<file path="src/rtl/core/fnvh_pkg.sv">
// shared types and constants for the fnv-1a hash table
`timescale 1ns / 1ps
package fnvh_pkg;
  localparam int TableDepth  = 256;
  localparam int MaxKeyBytes = 8;
  localparam int IdxW = $clog2(TableDepth);
  localparam int CntW = IdxW + 1;
  localparam int LenW = 4;
  localparam int KeyW = 64;
  localparam int ValW = 32;
  localparam logic [63:0] FnvBasis   = 64'hcbf29ce484222325;
  localparam logic [63:0] FnvPrimeLo = 64'h00000000000001b3;

  localparam logic [1:0] CMD_SET = 2'd0;
  localparam logic [1:0] CMD_GET = 2'd1;
  localparam logic [1:0] CMD_DEL = 2'd2;

  localparam logic [1:0] ST_OK   = 2'd0;
  localparam logic [1:0] ST_MISS = 2'd1;
  localparam logic [1:0] ST_FULL = 2'd2;

  typedef struct packed {
    logic [KeyW-1:0] key;
    logic [LenW-1:0] len;
    logic [ValW-1:0] value;
  } slot_t;

  // controller to datapath
  typedef struct packed {
    logic load_in;
    logic hash_step;
    logic probe_init;
    logic rd_idx;
    logic probe_next;
    logic decide;
    logic del_adv;
    logic rd_j;
    logic del_load;
    logic del_move;
    logic del_finish;
    logic out_load;
  } dp_cmd_t;

  // datapath to controller
  typedef struct packed {
    logic hash_done;
    logic idx_used;
    logic key_match;
    logic probe_last;
    logic del_take;
    logic del_stop;
    logic move;
    logic out_free;
  } dp_stat_t;
endpackage

</file>
<file path="src/rtl/core/fnvh_ctrl.sv">
// sequencer for hashing, probing, update and backward-shift delete
`timescale 1ns / 1ps
module fnvh_ctrl (
  input  logic                clk,
  input  logic                rst,
  input  logic                s_tvalid,
  output logic                s_tready,
  input  fnvh_pkg::dp_stat_t  stat,
  output fnvh_pkg::dp_cmd_t   cmd
);
  typedef enum logic [3:0] {
    S_IDLE, S_HASH, S_PROBE, S_CMP, S_DECIDE, S_DADV, S_DRD, S_DLOAD,
    S_DHASH, S_DCHK, S_DONE
  } state_t;

  state_t state;
  state_t state_next;

  assign s_tready = (state == S_IDLE) && !rst;

  // next state and datapath commands
  always_comb begin
    state_next = state;
    cmd = '0;
    unique case (state)
      S_IDLE: begin
        if (s_tvalid && s_tready) begin
          cmd.load_in = 1'b1;
          state_next  = S_HASH;
        end
      end
      S_HASH: begin
        if (stat.hash_done) begin
          cmd.probe_init = 1'b1;
          state_next     = S_PROBE;
        end else begin
          cmd.hash_step = 1'b1;
        end
      end
      S_PROBE: begin
        if (stat.idx_used) begin
          cmd.rd_idx = 1'b1;
          state_next = S_CMP;
        end else begin
          state_next = S_DECIDE;
        end
      end
      S_CMP: begin
        cmd.probe_next = 1'b1;
        state_next = (stat.key_match || stat.probe_last) ? S_DECIDE : S_PROBE;
      end
      S_DECIDE: begin
        cmd.decide = 1'b1;
        state_next = stat.del_take ? S_DADV : S_DONE;
      end
      S_DADV: begin
        cmd.del_adv = 1'b1;
        state_next  = S_DRD;
      end
      S_DRD: begin
        if (stat.del_stop) begin
          cmd.del_finish = 1'b1;
          state_next     = S_DONE;
        end else begin
          cmd.rd_j   = 1'b1;
          state_next = S_DLOAD;
        end
      end
      S_DLOAD: begin
        cmd.del_load = 1'b1;
        state_next   = S_DHASH;
      end
      S_DHASH: begin
        if (stat.hash_done) begin
          state_next = S_DCHK;
        end else begin
          cmd.hash_step = 1'b1;
        end
      end
      S_DCHK: begin
        cmd.del_move = 1'b1;
        state_next   = S_DADV;
      end
      S_DONE: begin
        if (stat.out_free) begin
          cmd.out_load = 1'b1;
          state_next   = S_IDLE;
        end
      end
      default: state_next = S_IDLE;
    endcase
  end

  // state register
  always_ff @(posedge clk) begin
    if (rst) begin
      state <= S_IDLE;
    end else begin
      state <= state_next;
    end
  end
endmodule

</file>
<file path="config.mk">
export PLATFORM = sky130hd
export DESIGN_NAME = fnvh_ctrl
export DESIGN_NICKNAME = d
export VERILOG_FILES = /design/src/rtl/core/fnvh_pkg.sv /design/src/rtl/core/fnvh_ctrl.sv
export SDC_FILE = /design/constraint.sdc
export NUM_CORES = 1
export LEC_CHECK = 0
export ABC_AREA = 1
export BUFFER_PORTS_ARGS = -buffer_cell sky130_fd_sc_hd__buf_2
export CAP_MARGIN = 25
export CORE_AREA = 2 2 39 41
export CTS_CLUSTER_DIAMETER = 30
export DETAILED_ROUTE_END_ITERATION = 10
export DIE_AREA = 0 0 41 43
export REMOVE_ABC_BUFFERS = 1
export SETUP_SLACK_MARGIN = 0.5
export SLEW_MARGIN = 30
export SYNTH_ARGS = -nofsm -noshare
export SYNTH_HDL_FRONTEND = slang
export SYNTH_SLANG_ARGS = --single-unit
</file>
<file path="constraint.sdc">
create_clock -name clk -period 1.65 [get_ports clk]
set_input_delay 0.33 -clock clk [delete_from_list [all_inputs] [get_ports clk]]
set_output_delay 0.33 -clock clk [all_outputs]
set_load 0.1 [all_outputs]
</file>
== Word-level counts from Yosys, hierarchy flattened ==
Index checks and enable logic that the tools add are counted.
Cells by class
  equal/unequal tests: 14
  reduce and logical (&&, ||, !) cells: 7
  multiplexer cells: 28
Operators with widths (number)
  one-hot mux 4 bit (11 select lines): 1
  2-to-1 mux 4 bit: 6
  2-to-1 mux 1 bit: 19
  equality test 4 x 3 -> 1 bit (second input constant): 4
  equality test 4 bit (second input constant): 3
  equality test 4 x 2 -> 1 bit (second input constant): 2
  2-to-1 mux 3 bit: 2
  != test 2 bit (second input constant): 3
  equality test 4 x 1 -> 1 bit (second input constant): 1
  zero test 4 bit: 1
  AND reduction 4 bit: 1
  logical AND 1 bit: 2
  != test 2 x 1 -> 1 bit (second input constant): 1
  OR reduction 2 bit: 1
  zero test 1 bit: 1
  logical OR 1 bit: 1
Storage, ports and cells
  logic and storage cells: 50
  flip-flop bits (word level): 4
  output and inout bits: 13

== Logic depth before layout (Yosys ltp) ==
Gate-level depths: netlist (run 1).
  word-level depth: 5
  mapped depth: 8

== Worst setup path before layout (run 1) ==
No wires, ideal clock.
  kind: register to output
  start point: register state[3]
  end point: output cmd[11] (netlist name)
  data arrival time: 2.695 ns
  required time: 1.320 ns
  slack: -1.375 ns
  cell stages (with the launch flop): 4
  cell sequence: dfxtp_1 > nor2_2 > nand2_1 > nor3_1
RTL lines
  start: declaration: line fnvh_ctrl.sv:16  | state_t state;
  start signal: assignment: line fnvh_ctrl.sv:99  | state <= state_next;
  end: declaration: line fnvh_ctrl.sv:9  | output fnvh_pkg::dp_cmd_t cmd

==> metrics, run 1 <==
endpoints failing setup=0; Chip Width=~41 um; Largest regs=state (4); Setup CP Type=register to primary output; slack of the worst reg-to-reg path=300 ps; clk sinks=4; Std-Cell Rows=14; Clock Latency Late Sink=around 230 ps; NumNets Final=130; # port buffers=22; die area=between 1500 and 2000 um^2; Crit. End Element=primary output; Layout fillers=103; post-DR vias/cell=4.85; Worst Skew=about 4.7 ps; CP required=between 1000 and 1500 ps; Worst setup SP type=register; Post-Syn Area per Cell=5.37 um^2; dpl hpwl=1020 um; Synth Area in Compound Gates=11.9%; Wirelength per Cell=12.3 um; core area=1380 um^2; 1st-iter DRT viols=17; outcome=complete, no violations; Util after Layout=74.1%; critical path peak fanout=5; via count=645; post-route cell area=just over 1000 um^2; Top reg by flops=state; Tcrit/Tclk final=99.2%; max-cap viol count=0; Worst Tran Pin Value=248 ps; Hold Fails Final Rpt=0; layout cell share with drive strength beyond 1=67.5%; RSZ-0062 raised after global routing=true; Syn Std Cell Area=440 um^2; final setup TNS=0 ps; pwr dens=797 nW/um^2; Syn-to-layout area delta=133%; Synth Area in Simple Gates=53.7%; initial antenna violation count=0; DRT Pass-1 Iters=4; Clk pin slew, worst setup/hold paths=40 ps; vias in the first global route=611; largest net degree at the start of global routing=8; H-tree depth=1; Antenna diodes=0; Final GP Congestion=0.859; Num CTS Buffers=3; Max Fclk=611 MHz; overall track demand over capacity in global routing=about a fifth; global route overflow=0; Initial Util=31.8%; CTS tree=built; final antenna-violating net count=0; Synthesis Warnings=0; Post-Synth Adder-Cell Area=0%; cell count after synthesis=82; worst vdd ir=0.632 mV; I/O Pins=24; Max clock buf depth=2; minimum clock period=1640 ps; Slew Viols, Final=0; sequential area share after synthesis=18.2%; #FFs+latches synth=4; Die H=43 um; placed inst area=just under 800 um^2; multiplexer area fraction after synthesis=0%; slew margin rel.=83.3%; root buffer selected by CTS=clkbuf_4; global-route wire length before repair=2420 um; Static Leakage=between 0.0004 and 0.0005 uW; Largest register FFs=4; CP arrival=around 1300 ps; HP Class=primary input to register; XOR/XNOR share of the synthesized area=0%; Synth cell types=14; WL final=1630 um; main combinational cell family by area after synthesis=simple AND/OR/NAND/NOR gates; hold_buf cts=0; DRC=0
per-layer routing:
| metal | wire (um) | track usage [%] |
|---|---|---|
| met2 | 918 | 30.9 |
| met3 | 104 | 4.19 |
| met1 | 608 | 24.6 |
| met5 | 0 | 0 |
| met4 | 0 | 5.33 |
report_power, final:
group,switching [uW],internal [uW],leakage (uW)
logic,354,204,0.000434
registers,30.4,111,0.0000355
clock network,35.6,81.0,0.0000138
final cells by class:
type | instances | area [um^2] | area share (%)
sequential | 4 | 95.1 | 9.28
clock buffer | 3 | 22.5 | 2.20
timing repair buffer | 32 | 392 | 38.2
multi-input combinational | 59 | 417 | 40.7
inverter | 19 | 78.8 | 7.69
tap | 16 | 20.0 | 1.95
synthesized netlist by cell type:
cell type | n | area (um^2)
a21oi_2 | 2 | 17.5
nand2_1 | 22 | 82.6
nor2_4 | 2 | 22.5
a21oi_1 | 3 | 15.0
dfxtp_1 | 4 | 80.1
nor2_2 | 5 | 31.3
inv_2 | 2 | 7.51
nand3_1 | 8 | 40.0
inv_1 | 17 | 63.8
nor2_1 | 10 | 37.5
o21ai_1 | 1 | 5.00
o211ai_1 | 2 | 15.0
nor3_1 | 3 | 15.0
nand3b_1 | 1 | 7.51
cells in the final DEF (no fill, tap or decap), drive strengths merged, types with 2 or more instances in the layout:
master and instances:
nand2 22, nor3 3, clkbuf 3, inv 19
dfxtp 4, nor2 17, a21oi 5, nand3 8
o211ai 2, buf 32
path summary, 6_finish.rpt:
path	from	end	cells past startpoint
setup / recovery	state[2]	cmd[7]	5
hold reg to reg	state[3]	state[0]	3
hold / removal	rst	state[1]	2
setup reg to reg	state[1]	state[2]	8
through the flow:
stage	power (uW)	std cells	hold WS [ps]	worst slack (ps)
after floorplan	423	82	392	-1370
after CTS	763	129	341	36.8
after detailed placement	589	123	586	79.7
after global routing	856	133	394	-23.5
after global placement	586	123	583	105
final	817	133	395	13.8
cell families (layout without fill, tap and decap cells):
kind of cell	Yosys count	after routing
AOI/OAI and AO/OA	8	8
buffers and inverters	19	54
DFF	4	4
and+or+nand+nor	51	51
critical path, stage by stage (launching register included):
cell     delay (ps)
dfxtp_4         370
nor2_4          200
buf_6           140
inv_1            50
nor2_2          130
buf_12          190
repair_timing:
item                       CTS  global route
setup endpoints to repair   17            17
pin swaps                    7            13
buffers inserted             3             4
gates resized for setup     34            21
Note: power is estimated with default switching activity, not from simulation.
==> inputs of run 2 (changes only) <==
--- a/config.mk
+++ b/config.mk
@@ -12,7 +12,7 @@
 export CTS_CLUSTER_DIAMETER = 30
 export DETAILED_ROUTE_END_ITERATION = 10
 export DIE_AREA = 0 0 41 43
-export REMOVE_ABC_BUFFERS = 1
+export GPL_TIMING_DRIVEN = 0
 export SETUP_SLACK_MARGIN = 0.5
 export SLEW_MARGIN = 30
 export SYNTH_ARGS = -nofsm -noshare
==> run 2 against run 1 <==
  * Worst setup slack worse by 5.0 ps
  * Register-to-register slack worse by 260 ps
  * Clock power is 14% higher
  * Via count is 15% higher
  * Critical path depth stayed put
  * Routed wire length is 20% higher
  * Die area stayed put
  * Clock skew is 0.85 ps higher
  * First-iteration DRC count is 18% higher
  * Non-clock buffer count is 8 higher
  * Global-route usage is 2.8 points higher
  * Power is 21% higher
  * Largest cell class is now non-clock buffers
==> metrics, run 2 (synthesized netlist as in run 1, its figures left out) <==
Top reg by flops=state; Worst setup SP type=register; Chip Width=41 um; Tcrit/Tclk final=between 90 and 100%; CP arrival=about 1300 ps; Setup CP Type=register to primary output; Max Fclk=609 MHz; Clock Latency Late Sink=240 ps; RSZ-0062 raised after global routing=true; global route overflow=0; syn nets=93; Multi-input gate area=460 um^2; CP required=1320 ps; I/O Pins=24; worst vdd ir=0.975 mV; Static Leakage=about 0.00050 uW; crit-path cells=inv_4 -> nor2_4 -> nand2_4 -> a21oi_4 -> buf_12; hold_ws=just under 400 ps; initial antenna violation count=0; Clk pin slew, worst setup/hold paths=~40 ps; commonest non-fill, non-tap cell in the layout=buf_12; # port buffers=22; hold_buf cts=0; Register Area=95.1 um^2; Wirelength per Cell=13.8 um; slew margin rel.=roughly 80%; DRT Pass-1 Iters=4; Hold Fails Final Rpt=0; Crit. End Element=primary output; Max stage delay on crit path=around 400 ps; Max clock buf depth=2; critical path peak fanout=5; max-cap viol count=0; global-route wire length before repair=about 2600 um; 1st-iter DRT viols=20; die area=1760 um^2; Std-Cell Rows=14; Largest register FFs=4; overall track demand over capacity in global routing=22.0%; HP Class=primary input to register; core area=between 1000 and 1500 um^2; post-DR vias/cell=roughly 5.2; Initial Util=a little under a third; Util after Layout=85.8%; Final GP Congestion=0.807; vias in the first global route=633; pwr dens=830 nW/um^2; layout cell share with drive strength beyond 1=approximately three quarters; Slew Viols, Final=0; Antenna diodes=0; final setup TNS=0 ps; clk sinks=4; dpl hpwl=973 um; Worst Tran Pin Value=269 ps; H-tree depth=1; Worst Skew=5.53 ps; WL final=1960 um; root buffer selected by CTS=clkbuf_4; Num CTS Buffers=3; DRC=0; endpoints failing setup=0; outcome=complete, no violations; Worst path slowest cell=dfxtp_4; commonest cells after routing, fill and taps aside=15 x buf_12, 13 x nor2_4, 12 x buf_4; Syn-to-layout area delta=170%; NumNets Final=138; via count=740; Die H=~43 um; CTS tree=built; Largest regs=state (4); largest net degree at the start of global routing=8; minimum clock period=1640 ps; Layout fillers=between 70 and 80; final antenna-violating net count=0
run 2: changes by cell type in the layout (fill, tap and decap cells not counted), moves of 2 or more:
| cell | delta |
|---|---|
| buf_12 | +2 |
| nand2_1 | -3 |
| nor2_2 | -2 |
| clkinvlp_4 | +5 |
| inv_2 | -6 |
| nand2_4 | +3 |
| buf_4 | +5 |
| nor2_4 | +2 |
run 2: final timing paths:
path	startpoint	depth (start not counted)	slack, ps	to
worst max-delay path	state[0]	5	9	cmd[10]
worst min-delay path	rst	2	390	state[1]
worst max register to register	state[0]	12	40	state[3]
worst min register to register	state[2]	3	670	state[1]
run 2: what timing repair did:
action,CTS,global route
gates cloned,0,0
pin swaps,14,7
setup endpoints to repair,17,17
resized for setup,83,6
setup buffers,10,8
run 2: layout make-up:
cell class	instances	share of cell area [%]
timing repair buffer	40	40.5
multi-input combinational	59	38.8
inverter	19	8.85
sequential	4	8.01
clock buffer	4	2.21
tap	16	1.69
run 2: routing by layer:
layer / part of all wire (%) / track usage, % / up-vias / wire [um]
met4: 5.3 / 5.33 / 0 / 104
met5: 0 / 0 / - / 0
met2: 53 / 39.1 / 41 / 1030
met3: 5.7 / 9.42 / 12 / 111
met1: 36 / 21.9 / 344 / 705
li1: - / - / 343 / -
run 2: metrics by stage:
step	total power, uW	setup WS (ps)	area (um^2)	std cells
detailed placement	549	-57.3	692	120
global placement	548	-59.5	692	120
global route	1040	-30.8	1190	142
floorplan	485	-91.1	562	82
finish	986	8.82	1190	142
CTS	911	18.1	1090	134
run 2: report_power, final:
group	switching, uW	internal [uW]	total, uW
sequential	32.7	111	144
clock	42.1	90.9	133
combinational	420	289	709
total	495	491	986
run 2: worst max-delay path, delay by kind of cell (launching register included):
family | cells | cell delay (ps)
compound gates | 1 | 170
buf+inv | 2 | 240
flops | 1 | 400
simple gates | 2 | 260
==> inputs of run 3 (changes only) <==
==> constraint.sdc (replaced) <==
create_clock -name clk -period 1.3 [get_ports clk]
set_input_delay 0.26 -clock clk [delete_from_list [all_inputs] [get_ports clk]]
set_output_delay 0.26 -clock clk [all_outputs]
set_load 0.1 [all_outputs]
==> run 3 against run 2 <==
  * The run now ends with setup timing left
  * Worst setup slack worse by 310 ps
  * Clock power grew 35%
  * Routed wire length grew 0.20%
  * Sequential power rose by 24%
  * Critical endpoint is now state[0]
  * Largest power group unchanged
==> metrics, run 3 (synthesized netlist as in run 1, its figures left out) <==
Clk pin slew, worst setup/hold paths=50 ps; Slew Viols, Final=0; hold_ws=304 ps; Worst Skew=roughly 15 ps; Worst path most repeated cell=buf_6; Static Leakage=0.000498 uW; Worst path slowest cell=dfxtp_4; Hold EP=state[1]; R2R Path End=state[0]; P_sw=632 uW; Top reg by flops=state; Die H=between 40 and 50 um; failing checks=setup timing; crit-path cells=inv_4 -> nor2_4 -> buf_4 -> buf_6 -> buf_6 -> buf_6 -> buf_6 -> nand3_4 -> nand2_4 -> nor2_4 -> nand2_2 -> a21oi_2; Hold Fails Final Rpt=0; pwr dens=1060 nW/um^2; root buffer selected by CTS=clkbuf_4; die area=1760 um^2; RSZ-0062 raised after global routing=true; global route overflow=0; worst hold stages=2; Worst Path Buf+Inv=6; core area=between 1000 and 1500 um^2; Syn-to-layout area delta=169%; Final GP Congestion=0.807; critical path peak fanout=5; HP Class=primary input to register; Int Power=between 600 and 700 uW; Layout fillers=72; vias in the first global route=635; hold_buf cts=0; endpoints failing setup=16; Initial Util=31.8%; Std-Cell Rows=14; DRT Pass-1 Iters=4; Max clock buf depth=2; Max Fclk=625 MHz; Chip Width=41 um; Worst Hold Launch=rst; Largest register FFs=4; Wirelength per Cell=13.8 um; layout cell share with drive strength beyond 1=slightly above 70%; Tcrit/Tclk final=123%; worst vdd ir=1.28 mV; Clock Latency Late Sink=250 ps; largest net degree at the start of global routing=8; DRC=0; CP required=between 1000 and 1500 ps; switch share=50.4%; initial antenna violation count=0; slew margin rel.=about four fifths; # port buffers=22; post-DR vias/cell=slightly above 5; H-tree depth=1; outcome=complete, but fails checks; WL final=between 1500 and 2000 um; commonest non-fill, non-tap cell in the layout=buf_12; placed insts=120; via count=730; Seq pwr share=14.3%; clk sinks=4; syn nets=93; CP arrival=1770 ps; minimum clock period=1600 ps; overall track demand over capacity in global routing=22.0%; dpl hpwl=973 um; Setup CP Type=register to register; max-cap viol count=0; Worst setup SP type=register; slack of the worst reg-to-reg path=-300 ps; global-route wire length before repair=2590 um; Clk network pwr share=between 10 and 15%; Num CTS Buffers=3; Total Power=approximately 1300 uW; worst setup margin=-299 ps; final antenna-violating net count=0; Max stage delay on crit path=370 ps; Critical R2R Launch=state[0]; Crit. End Element=register; I/O Pins=24; combinational share of power=71.4%; Worst Tran Pin Value=approximately 280 ps; Largest regs=state (4); cells on worst reg2reg path=12; Finished Layout Cells=142; 1st-iter DRT viols=8; CTS tree=built; cell family with most CP delay=buffers and inverters; NumNets Final=138; Antenna diodes=0; commonest cells after routing, fill and taps aside=15 x buf_12, 13 x nor2_4, 12 x buf_4
-- run 3: changes by cell type in the layout (fill, tap and decap cells not counted) --
cell and change:
nand2_1 +1, nand2_2 -1
-- run 3: final cells by class --
| type | count | area, um^2 | area share [%] |
|---|---|---|---|
| tap | 16 | 20.0 | 1.69 |
| timing repair buffer | 40 | 480 | 40.5 |
| inverter | 19 | 105 | 8.87 |
| sequential | 4 | 95.1 | 8.03 |
| clock buffer | 4 | 26.3 | 2.22 |
| multi-input combinational | 59 | 458 | 38.6 |
-- run 3: power by group through the flow --
| stage | logic, uW | registers [uW] | clock network, uW |
|---|---|---|---|
| CTS | 802 | 179 | 175 |
| detailed placement | 518 | 179 | 0 |
| finish | 895 | 179 | 180 |
| floorplan | 443 | 174 | 0 |
| global placement | 517 | 179 | 0 |
| global route | 930 | 182 | 207 |
-- run 3: layer usage --
| metal | share of wire, % | GRT usage, % | vias to the layer above |
|---|---|---|---|
| met4 | 4.8 | 5.33 | 0 |
| met1 | 36 | 21.9 | 334 |
| met2 | 53 | 39.1 | 42 |
| li1 | - | - | 339 |
| met3 | 5.9 | 9.42 | 15 |
| met5 | 0 | 0 | - |
-- run 3: timing repair --
action | CTS | global route
setup buffers | 10 | 8
endpoints found under the hold margin | 0 | 0
endpoints found under the setup margin | 17 | 17
pin swaps | 14 | 8
resized for setup | 83 | 5
-- run 3: worst max-delay path by stage --
| stage | from | end | cells after the start |
|---|---|---|---|
| final | state[0] | state[0] | 12 |
| after global routing | state[0] | state[0] | 12 |
| after CTS | state[3] | cmd[11] | 5 |
| after detailed placement | state[3] | cmd[10] | 5 |
| after global placement | state[3] | cmd[10] | 5 |
| after floorplan | state[2] | cmd[11] | 3 |
-- run 3: metrics by stage --
step	area (um^2)	setup TNS [ps]	setup slack [ps]	utilization, %
2_1_floorplan	562	-1520	-371	-
3_3_place_gp	692	-2840	-339	50.0
3_5_place_dp	692	-2830	-337	50.0
4_1_cts	1090	-3430	-262	79.0
5_1_grt	1180	-4690	-363	85.6
6_report	1180	-3760	-299	85.6
